===== config.mk =====
export PLATFORM = sky130hd
export DESIGN_NAME = pls_ctrl
export DESIGN_NICKNAME = d
export VERILOG_FILES = /design/src/rtl/core/pls_pkg.sv /design/src/rtl/core/pls_ctrl.sv
export SDC_FILE = /design/constraint.sdc
export NUM_CORES = 1
export LEC_CHECK = 0
export BUFFER_PORTS_ARGS = -buffer_cell sky130_fd_sc_hd__buf_2
export CAP_MARGIN = 10
export CORE_MARGIN = 3
export CORE_UTILIZATION = 50
export CTS_CLUSTER_DIAMETER = 40
export CTS_CLUSTER_SIZE = 16
export DETAILED_ROUTE_END_ITERATION = 10
export PLACE_DENSITY = 0.78
export SYNTH_ARGS = -nofsm -noshare
export SYNTH_HDL_FRONTEND = slang
export SYNTH_SLANG_ARGS = --single-unit
export TNS_END_PERCENT = 20

===== constraint.sdc =====
create_clock -name i_clk -period 4.8 [get_ports i_clk]
set_clock_uncertainty 0.05 [all_clocks]
set_input_delay 1.2 -clock i_clk [delete_from_list [all_inputs] [get_ports i_clk]]
set_output_delay 1.2 -clock i_clk [all_outputs]
set_load 0.01 [all_outputs]

===== src/rtl/core/pls_pkg.sv =====
// Shared types and constants for the piecewise-linear schedule unit.
// No dependencies.
package pls_pkg;

    localparam int unsigned MaxPointsDef = 16;
    localparam int unsigned TimeW  = 32;
    localparam int unsigned ValW   = 32;
    localparam int unsigned StatW  = 2;

    localparam logic [StatW-1:0] StOk    = 2'd0;
    localparam logic [StatW-1:0] StEmpty = 2'd1;
    localparam logic [StatW-1:0] StFull  = 2'd2;

    localparam logic ReqSet   = 1'b0;
    localparam logic ReqQuery = 1'b1;

    // controller -> datapath commands
    typedef struct packed {
        logic load;      // capture the incoming word
        logic scan;      // compare entry at scan index, advance
        logic shift;     // move one entry up for insertion
        logic write;     // write new point at insert position
        logic overwrite; // replace value at matched position
        logic rd_pair;   // read neighbors for interpolation
        logic mul;       // form |diff|, its sign, span and dt
        logic div_init;  // form |diff| * dt, start divider
        logic div_step;  // one divider bit
        logic finish;    // drive result strobe
        logic [StatW-1:0] status;
        logic res_zero;  // result value forced to zero
        logic res_pick;  // result is a table value (no lerp)
    } t_cmd;

    // datapath -> controller status
    typedef struct packed {
        logic is_query;
        logic empty;
        logic full;
        logic scan_done;  // scan reached stop point
        logic match;      // equal time found
        logic shift_done;
        logic div_done;
        logic pick;       // query answered by a table value
    } t_sts;

endpackage


===== src/rtl/core/pls_ctrl.sv =====
// Controller state machine sequencing scan, insert and interpolation.
// Depends on pls_pkg.
module pls_ctrl import pls_pkg::*; (
    input  logic i_clk,
    input  logic i_rst_n,
    input  logic i_start,
    input  t_sts i_sts,
    output t_cmd o_cmd,
    output logic o_busy
);
    typedef enum logic [8:0] {
        S_IDLE  = 9'b000000001,
        S_SCAN  = 9'b000000010,
        S_SHIFT = 9'b000000100,
        S_PAIR  = 9'b000001000,
        S_MUL   = 9'b000010000,
        S_DINIT = 9'b000100000,
        S_DIV   = 9'b001000000,
        S_DONE  = 9'b010000000,
        S_WAIT  = 9'b100000000
    } t_state;

    t_state r_state, n_state;

    always_ff @(posedge i_clk) begin
        if (!i_rst_n) r_state <= S_IDLE;
        else          r_state <= n_state;
    end

    always_comb begin
        o_cmd   = '0;
        n_state = r_state;
        unique case (r_state)
            S_IDLE: begin
                o_cmd.load = i_start;
                if (i_start) n_state = S_SCAN;
            end
            S_SCAN: begin
                if (i_sts.is_query && i_sts.empty) begin
                    o_cmd.finish = 1'b1; o_cmd.status = StEmpty; o_cmd.res_zero = 1'b1;
                    n_state = S_WAIT;
                end else if (!i_sts.scan_done) begin
                    o_cmd.scan = 1'b1;
                end else if (i_sts.is_query) begin
                    n_state = S_PAIR;
                end else if (i_sts.match) begin
                    o_cmd.overwrite = 1'b1; o_cmd.finish = 1'b1; o_cmd.res_zero = 1'b1;
                    n_state = S_WAIT;
                end else if (i_sts.full) begin
                    o_cmd.finish = 1'b1; o_cmd.status = StFull; o_cmd.res_zero = 1'b1;
                    n_state = S_WAIT;
                end else begin
                    n_state = S_SHIFT;
                end
            end
            S_SHIFT: begin
                o_cmd.shift = 1'b1;
                if (i_sts.shift_done) begin
                    o_cmd.write = 1'b1; o_cmd.finish = 1'b1; o_cmd.res_zero = 1'b1;
                    n_state = S_WAIT;
                end
            end
            S_PAIR: begin
                o_cmd.rd_pair = 1'b1;
                n_state = i_sts.pick ? S_DONE : S_MUL;
            end
            S_MUL:   begin o_cmd.mul = 1'b1; n_state = S_DINIT; end
            S_DINIT: begin o_cmd.div_init = 1'b1; n_state = S_DIV; end
            S_DIV: begin
                if (i_sts.div_done) begin
                    o_cmd.finish = 1'b1; n_state = S_WAIT;
                end else o_cmd.div_step = 1'b1;
            end
            S_DONE: begin
                o_cmd.finish = 1'b1; o_cmd.res_pick = 1'b1; n_state = S_WAIT;
            end
            S_WAIT:  n_state = S_IDLE;
            default: n_state = S_IDLE;
        endcase
    end

    assign o_busy = (r_state != S_IDLE);
endmodule


==> reports/metrics.yaml, run 1 <==
crit_type: "in2out"
clkLatencyLatePin_ns: 0.27
cts_tree: "built"
avgSynthCellArea_um2: 7.91
final_common_cell: "buf_2"
wl_met1_um: 761
h-tree-depth: 1
cp_data_arrival_time_ns: 2.26
ant_nets: 0
total_power_mw: 0.195
grt-ovfl-total: 0
final_cell_mix: "buf_2 (25), dfxtp_1 (9), nor2_1 (7), nor4_1 (7)"
cts_resized: 0
io_buffers: 25
cts.clk_slew.worst_paths_ns: 0.06
max_slew_margin_pct: 68.6
dpl.hpwl_um: 1310
crit_chain: "buf_2 -> nor3_1 -> a211oi_1 -> or3_1 -> buf_2"
finalNetCount: 124
syn_inst: 86
dr_wl_met3_um: 137
power.density_nw_per_um2: 235
drc: 0
dieArea_um2: 1840
vias: 767
cts_inserted_buffers: 3
cpMostUsedCell: "buf_2"
cts_hold_buf: 0
worstPathRequired_ns: 3.55
grt_pass1_vias: 679
io_pins: 26
wl_um: 1700
ys.flop_type: "dfxtp_1"
setup_viol: 0
vias_per_cell: 6.09
yosysWarnings: 0
synth_area_leaders: "dfxtp_1 (26%), nor4_1 (6.4%), nor2_1 (3.9%)"
yosysTopAreaCell: "dfxtp_1"
seq_area_frac_synth_pct: 26.5
maxClockFrequency_mhz: 285
p_leak_nw: 0.392
fin_tns_setup_ns: 0
wl_per_cell_um: 13.5
die_w_um: 42.9
start_kind: "input port"
row_count: 12
antenna_found_initial: 0
fin_crit_ns: 3.51
rsz0062_at_grt: "false"
stdcell_area_um2: 830
cts_sinks: 9
grt_use_total_pct: 20.3
grt_pass1_wl_um: 2870
cp-end-kind: "output pin"
place_congestion: 0.794
drive_gt1_share_pct: 32.1
critPathTopFamily: "simple AND/OR/NAND/NOR gates"
synth_edf_count: 0
ys_ff_latch: 9
worst_pin_slew_ns: 0.467
drtIter0Drc: 26
status: "finished clean"
die_h_um: 42.9
regMostFlops: "r_state"
async_reset_ff_share_pct: 0
ir_drop_mv: 0.174
hp-class: "reg2reg"
syn_to_final_growth_pct: 21.9
dr_wl_met2_um: 780
cts-root-buf: "clkbuf_4"
hold_viol_final: 0
syn-cell-area_um2: 681
grt_max_degree: 10
cp_max_fo: 5
drv_slew: 0
largest_register_ffs: 9
cts_setup_buffers: 0
core_um2: 1190
clockBufferDepth: 2
period_share_pct: 73.1
maxUsedRoutingLayer: "met4"
ys_types: 39
top_regs: "r_state (9)"
placed_cell_area_um2: 803
dr.pass1.iters: 4
fin_ws_ns: 1.29
dp_slack_ns: 1.30
syn-num-nets: 97
path_buf_inv: 2
n_antenna_cell: 0
crit_path_max_incr_delay_ns: 0.35
slowest_stage: "or3_1"
maxCapViolations: 0
synth.top_cell.area_share_pct: 26.5
initial_core_util_pct: 57.4
## worst paths after layout
check                                              from                 endpoint  slack (ns)  depth (start not counted)
worst max-delay path                           i_sts[7]                 o_cmd[4]        1.29                          5
worst min-delay path            r_state[0]$_SDFFE_PN1P_  r_state[0]$_SDFFE_PN1P_        0.54                          2
worst max register to register  r_state[7]$_SDFFE_PN0P_  r_state[5]$_SDFFE_PN0P_        2.81                          5
worst min register to register  r_state[0]$_SDFFE_PN1P_  r_state[0]$_SDFFE_PN1P_        0.54                          2
## kinds of logic after synthesis
logic type	Yosys count	synth area share, %
simple gates	53	49.6
compound gates	14	14.9
flops	9	26.5
buf+inv	7	5.15
xor+xnor	3	3.86
## metal layers
| metal | track usage, % | vias up |
|---|---|---|
| li1 | - | 381 |
| met1 | 26.1 | 348 |
| met2 | 32.9 | 35 |
| met3 | 2.54 | 3 |
| met4 | 9.32 | 0 |
| met5 | 0 | - |
## stage by stage
| step | utilization, % | instances | hold WS, ns |
|---|---|---|---|
| 6_report | 69.9 | 126 | 0.545 |
| 5_1_grt | 69.9 | 126 | 0.585 |
| 4_1_cts | 69.9 | 126 | 0.546 |
| 3_5_place_dp | 67.7 | 122 | 0.534 |
| 3_3_place_gp | 67.7 | 122 | 0.519 |
| 2_1_floorplan | - | 86 | 0.479 |
## area by class of cell
type / instances / area [um2]
Sequential cell: 9 / 180
Fill cell: 96 / 357
Tap cell: 14 / 17.5
Timing Repair Buffer: 25 / 125
Inverter: 4 / 15.0
Clock buffer: 4 / 26.3
Multi-Input combinational cell: 70 / 465
## worst min-delay path: stages (launching register included)
cell and delay (ns):
dfxtp_1 0.37, o31ai_1 0.10, nand3_1 0.07
## report_power, final
group / switching (mW) / leakage [nW] / internal, mW
Sequential: 0.00522 / 0.0730 / 0.0774
Combinational: 0.0255 / 0.304 / 0.0258
Clock: 0.0285 / 0.0150 / 0.0322
## synth_stat cells (2+ instances only)
cell,instances
a211oi_1,3
and2_1,3
and3_1,3
dfxtp_1,9
inv_1,4
nand2_1,4
nand2b_1,2
nand3_1,3
nor2_1,7
nor2b_1,2
nor3_1,3
nor3b_1,2
nor4_1,7
o211ai_1,2
o21a_1,2
o31ai_1,2
or2_2,3
or3_1,2
or4_4,2
xor2_1,2
Power figures use the tool's default switching activity.
==> run 2: changes to the inputs <==
CORE_UTILIZATION = 47   (was 50)
PLACE_DENSITY = 0.74   (was 0.78)
clock period = 3.3 ns   (was 4.8 ns; I/O delays follow)
==> run 2 against run 1 <==
Compared with the run above: combinational power rose by 45%; global-route usage shrank 1.6 points; cell count up 0.79%; non-clock buffer count did not move; critical path type is now reg2out; largest power group unchanged.
==> reports/metrics.yaml, run 2 (same netlist as run 1, synthesis figures left out) <==
status: "finished clean"
cts_tree: "built"
vias_per_cell: 5.80  # -4.7%
grt_max_degree: 10  # unchanged
fin_tns_setup_ns: 0  # unchanged
io_pins: 26  # unchanged
die_w_um: 44.1  # +2.7%
initial_core_util_pct: 51.0  # -6.4 points
p_leak_nw: 0.392  # unchanged
whs_path_depth: 2  # unchanged
cts.clk_slew.worst_paths_ns: 0.06  # about the same
setup_viol: 0  # unchanged
nFillCells: 136  # +42%
clkLatencyLatePin_ns: 0.27  # about the same
drive_gt1_share_pct: 32.1  # unchanged
top_regs: "r_state (9)"
grt_pass1_wl_um: 2680  # -6.5%
n_antenna_cell: 0  # unchanged
cp-end-kind: "output pin"
grt_pass1_vias: 648  # -4.6%
syn_to_final_growth_pct: 22.1
hp-start: "r_state[6]$_SDFFE_PN0P_"
dr.pass1.iters: 4  # unchanged
grt-ovfl-total: 0  # unchanged
drtIter0Drc: 23  # -12%
rsz0062_at_grt: "false"
worstPathRequired_ns: 2.42  # -1.13 ns
die_h_um: 44.1  # +2.7%
dpl.hpwl_um: 1290  # -1.3%
max_slew_margin_pct: 62.7  # -5.8 points
io_buffers: 25  # unchanged
r2r_start: "r_state[0]$_SDFFE_PN1P_"
holdPathEnd: "r_state[6]$_SDFFE_PN0P_"
hold_viol_final: 0  # unchanged
maxCapViolations: 0  # unchanged
wl_um: 1640  # -3.8%
final_cell_mix: "buf_2 (25), dfxtp_1 (9), nor2_1 (7), nor4_1 (7)"
crit_type: "reg2out"
ir_drop_mv: 0.213  # +23%
period_share_pct: 90.8
cp_data_arrival_time_ns: 2.12  # -0.14 ns
clockBufferDepth: 2  # unchanged
fin_crit_ns: 3.00
drv_slew: 0  # unchanged
largest_register_ffs: 9  # unchanged
worst_pin_slew_ns: 0.554  # +0.0866 ns
wl_per_cell_um: 12.9  # -4.6%
hp-class: "reg2reg"
cp_max_fo: 7  # +2
cts-root-buf: "clkbuf_4"
power.density_nw_per_um2: 339  # +45%
regToRegEndpoint: "r_state[0]$_SDFFE_PN1P_"
final_common_cell: "buf_2"
dieArea_um2: 1940  # +5.5%
cts_resized: 0  # unchanged
final_core_util_pct: 62.3  # -7.6 points
place_congestion: 0.805  # +1.4%
vias: 737  # -3.9%
grt_use_total_pct: 18.6  # -1.6 points
ant_nets: 0  # unchanged
cts_sinks: 9  # unchanged
r2r_cells: 5  # unchanged
h-tree-depth: 1  # unchanged
finalNetCount: 124  # unchanged
cts_setup_buffers: 0  # unchanged
drc: 0  # unchanged
maxClockFrequency_mhz: 334
regMostFlops: "r_state"
cts_inserted_buffers: 3  # unchanged
reg2reg_slack_ns: 1.32  # -1.49 ns
start_kind: "flop"
antenna_found_initial: 0  # unchanged
cts_hold_buf: 0  # unchanged
row_count: 13  # +1
core_um2: 1330  # +12%
==> run 2: cell counts in the layout (fill, tap and decap cells not counted) <==
Identical to the previous run, type by type.
==> run 2: how the worst max path moves through the flow <==
stage	from	end	slack (ns)	cells past startpoint
detailed placement	i_sts[7]	o_cmd[4]	0.54	5
CTS	r_state[7]$_SDFFE_PN0P_	o_cmd[7]	0.31	5
global placement	i_sts[7]	o_cmd[4]	0.59	5
global route	r_state[5]$_SDFFE_PN0P_	o_cmd[1]	0.17	5
floorplan	r_state[1]$_SDFFE_PN0P_	o_cmd[4]	0.59	5
finish	r_state[5]$_SDFFE_PN0P_	o_cmd[1]	0.30	5
==> run 2: critical path, cell delays in order (launching register included) <==
cell and delay (ns):
dfxtp_1 0.38, nor4_1 0.55, nand3_1 0.30, a211oi_1 0.34
or2_2 0.16, buf_2 0.12
==> run 2: metrics by stage <==
stage	cells	instance area (um2)	power (mW)	setup slack, ns	hold WS [ns]
3_3_place_gp	123	805	0.195	0.594	0.528
2_1_floorplan	86	681	0.176	0.588	0.479
3_5_place_dp	123	805	0.197	0.545	0.523
6_report	127	831	0.282	0.304	0.539
5_1_grt	127	831	0.299	0.175	0.570
4_1_cts	127	831	0.284	0.315	0.536
==> run 2: final cells by class <==
cell class	instances	area (um2)	share of cell area, %
sequential	9	180	21.7
inverter	4	15.0	1.81
multi-input combinational	70	465	56.0
timing repair buffer	25	125	15.1
clock buffer	4	26.3	3.16
tap	15	18.8	2.26
==> run 2: report_power, final <==
part / internal [mW] / leakage (nW) / total, mW / switching (mW)
Sequential: 0.113 / 0.0730 / 0.121 / 0.00799
Combinational: 0.0375 / 0.304 / 0.0747 / 0.0371
Clock: 0.0467 / 0.0150 / 0.0867 / 0.0400
==> run 2: per-layer routing <==
metal / global-route usage (%) / wire, um
met5: 0 / 0
met4: 12.7 / 51
met3: 1.22 / 69
met2: 32.0 / 764
met1: 22.0 / 754
==> run 3: changes to the inputs <==
PLACE_DENSITY = 0.77   (was 0.74)
==> run 3 against run 2 <==
Compared with the run above: maximum frequency shrank 0.65%; critical path depth unchanged; global-route usage up 1.3 points.
==> reports/metrics.yaml, run 3 (same netlist as run 1, synthesis figures left out) <==
status: "finished clean"
clkLatencyLatePin_ns: 0.27  # about the same
largest_register_ffs: 9  # unchanged
regMostFlops: "r_state"
crit_chain: "or2_1 -> or4_4 -> or3_4 -> nor3b_2 -> buf_2"
rsz0062_at_grt: "false"
grt-ovfl-total: 0  # unchanged
stdcell_count: 127  # unchanged
fin_crit_ns: 3.02  # +0.0197 ns
start_kind: "flop"
drc: 0  # unchanged
ir_drop_mv: 0.191  # -10%
cp-end-kind: "output pin"
cts_resized: 0  # unchanged
hp-class: "reg2reg"
cts-root-buf: "clkbuf_4"
cts_hold_buf: 0  # unchanged
worst_pin_slew_ns: 0.515  # -0.0392 ns
dieArea_um2: 1940  # unchanged
setup_viol: 0  # unchanged
top_regs: "r_state (9)"
placed_cell_area_um2: 805  # unchanged
fin_tns_setup_ns: 0  # unchanged
period_share_pct: 91.4  # +0.60 points
io_pins: 26  # unchanged
crit_path_max_incr_delay_ns: 0.46  # -0.09 ns
worstPathRequired_ns: 2.42  # about the same
maxClockFrequency_mhz: 332  # -0.65%
cts_tree: "built"
h-tree-depth: 1  # unchanged
place_congestion: 0.831  # +3.2%
power.density_nw_per_um2: 346  # +2.0%
ant_nets: 0  # unchanged
grt_use_total_pct: 19.9  # +1.3 points
nFillCells: 144  # +5.9%
cp_data_arrival_time_ns: 2.14  # +0.02 ns
antenna_found_initial: 0  # unchanged
clockBufferDepth: 2  # unchanged
row_count: 13  # unchanged
die_h_um: 44.1  # unchanged
cts_inserted_buffers: 3  # unchanged
finalNetCount: 124  # unchanged
critPathTopFamily: "simple AND/OR/NAND/NOR gates"
path_buf_inv: 1  # unchanged
p_leak_nw: 0.392  # unchanged
initial_core_util_pct: 51.0  # unchanged
hold_viol_final: 0  # unchanged
drtIter0Drc: 28  # +22%
grt_pass1_vias: 691  # +6.6%
crit_type: "reg2out"
syn_to_final_growth_pct: 22.1  # unchanged
io_buffers: 25  # unchanged
grt_max_degree: 10  # unchanged
dp_cells: 123  # unchanged
wl_um: 1820  # +11%
vias: 786  # +6.6%
cp_max_fo: 7  # unchanged
final_cell_mix: "buf_2 (25), dfxtp_1 (9), nor2_1 (7), nor4_1 (7)"
stdcell_area_um2: 831  # unchanged
cts_sinks: 9  # unchanged
die_w_um: 44.1  # unchanged
dr_wl_met2_um: 876  # +15%
wl_per_cell_um: 14.3  # +11%
final_common_cell: "buf_2"
cts_setup_buffers: 0  # unchanged
drive_gt1_share_pct: 32.1  # unchanged
dr.pass1.iters: 4  # unchanged
dpl.hpwl_um: 1420  # +9.8%
core_um2: 1330  # unchanged
wl_met1_um: 766  # +1.6%
dr_wl_met3_um: 135  # +96%
total_power_mw: 0.288  # +2.0%
grt_pass1_wl_um: 2930  # +9.2%
cts.clk_slew.worst_paths_ns: 0.06  # about the same
drv_slew: 0  # unchanged
slowest_stage: "or4_4"
maxCapViolations: 0  # unchanged
maxUsedRoutingLayer: "met4"
max_slew_margin_pct: 65.4  # +2.6 points
vias_per_cell: 6.19  # +6.6%
n_antenna_cell: 0  # unchanged
==> run 3: cell type report <==
cell class	instances	area, um2	share of cell area (%)
Multi-Input combinational cell	70	465	56.0
Sequential cell	9	180	21.7
Timing Repair Buffer	25	125	15.1
Clock buffer	4	26.3	3.16
Tap cell	15	18.8	2.26
Inverter	4	15.0	1.81
==> run 3: final timing paths <==
check | startpoint | endpoint | slack [ns] | cells after the start
setup / recovery | r_state[7]$_SDFFE_PN0P_ | o_cmd[7] | 0.28 | 5
hold / removal | r_state[0]$_SDFFE_PN1P_ | r_state[0]$_SDFFE_PN1P_ | 0.55 | 2
setup reg to reg | r_state[0]$_SDFFE_PN1P_ | r_state[0]$_SDFFE_PN1P_ | 1.29 | 5
hold reg to reg | r_state[0]$_SDFFE_PN1P_ | r_state[0]$_SDFFE_PN1P_ | 0.55 | 2
==> run 3: per-stage QoR <==
| step | hold WS, ns | worst slack [ns] | util (%) |
|---|---|---|---|
| after floorplan | 0.479 | 0.588 | - |
| after global placement | 0.527 | 0.586 | 60.3 |
| after detailed placement | 0.533 | 0.567 | 60.3 |
| after CTS | 0.542 | 0.287 | 62.3 |
| after global routing | 0.571 | 0.112 | 62.3 |
| final | 0.549 | 0.284 | 62.3 |
==> run 3: report_power, final <==
part | leakage [nW] | internal [mW] | switching, mW
registers | 0.0730 | 0.113 | 0.00817
clock network | 0.0150 | 0.0468 | 0.0435
logic | 0.304 | 0.0376 | 0.0388
total | 0.392 | 0.197 | 0.0905
==> run 3: routing by layer <==
metal  up-vias  track usage, %
met1       359            24.1
met5         -               0
met4         0            9.64
met2        45            35.5
li1        373               -
met3         9            1.22
==> run 3: worst reg2reg max path: cells and delay by family, from the launching register on <==
family | cells | cell delay (ns)
and+or+nand+nor | 3 | 1.04
AOI/OAI and AO/OA | 2 | 0.43
DFF | 1 | 0.38
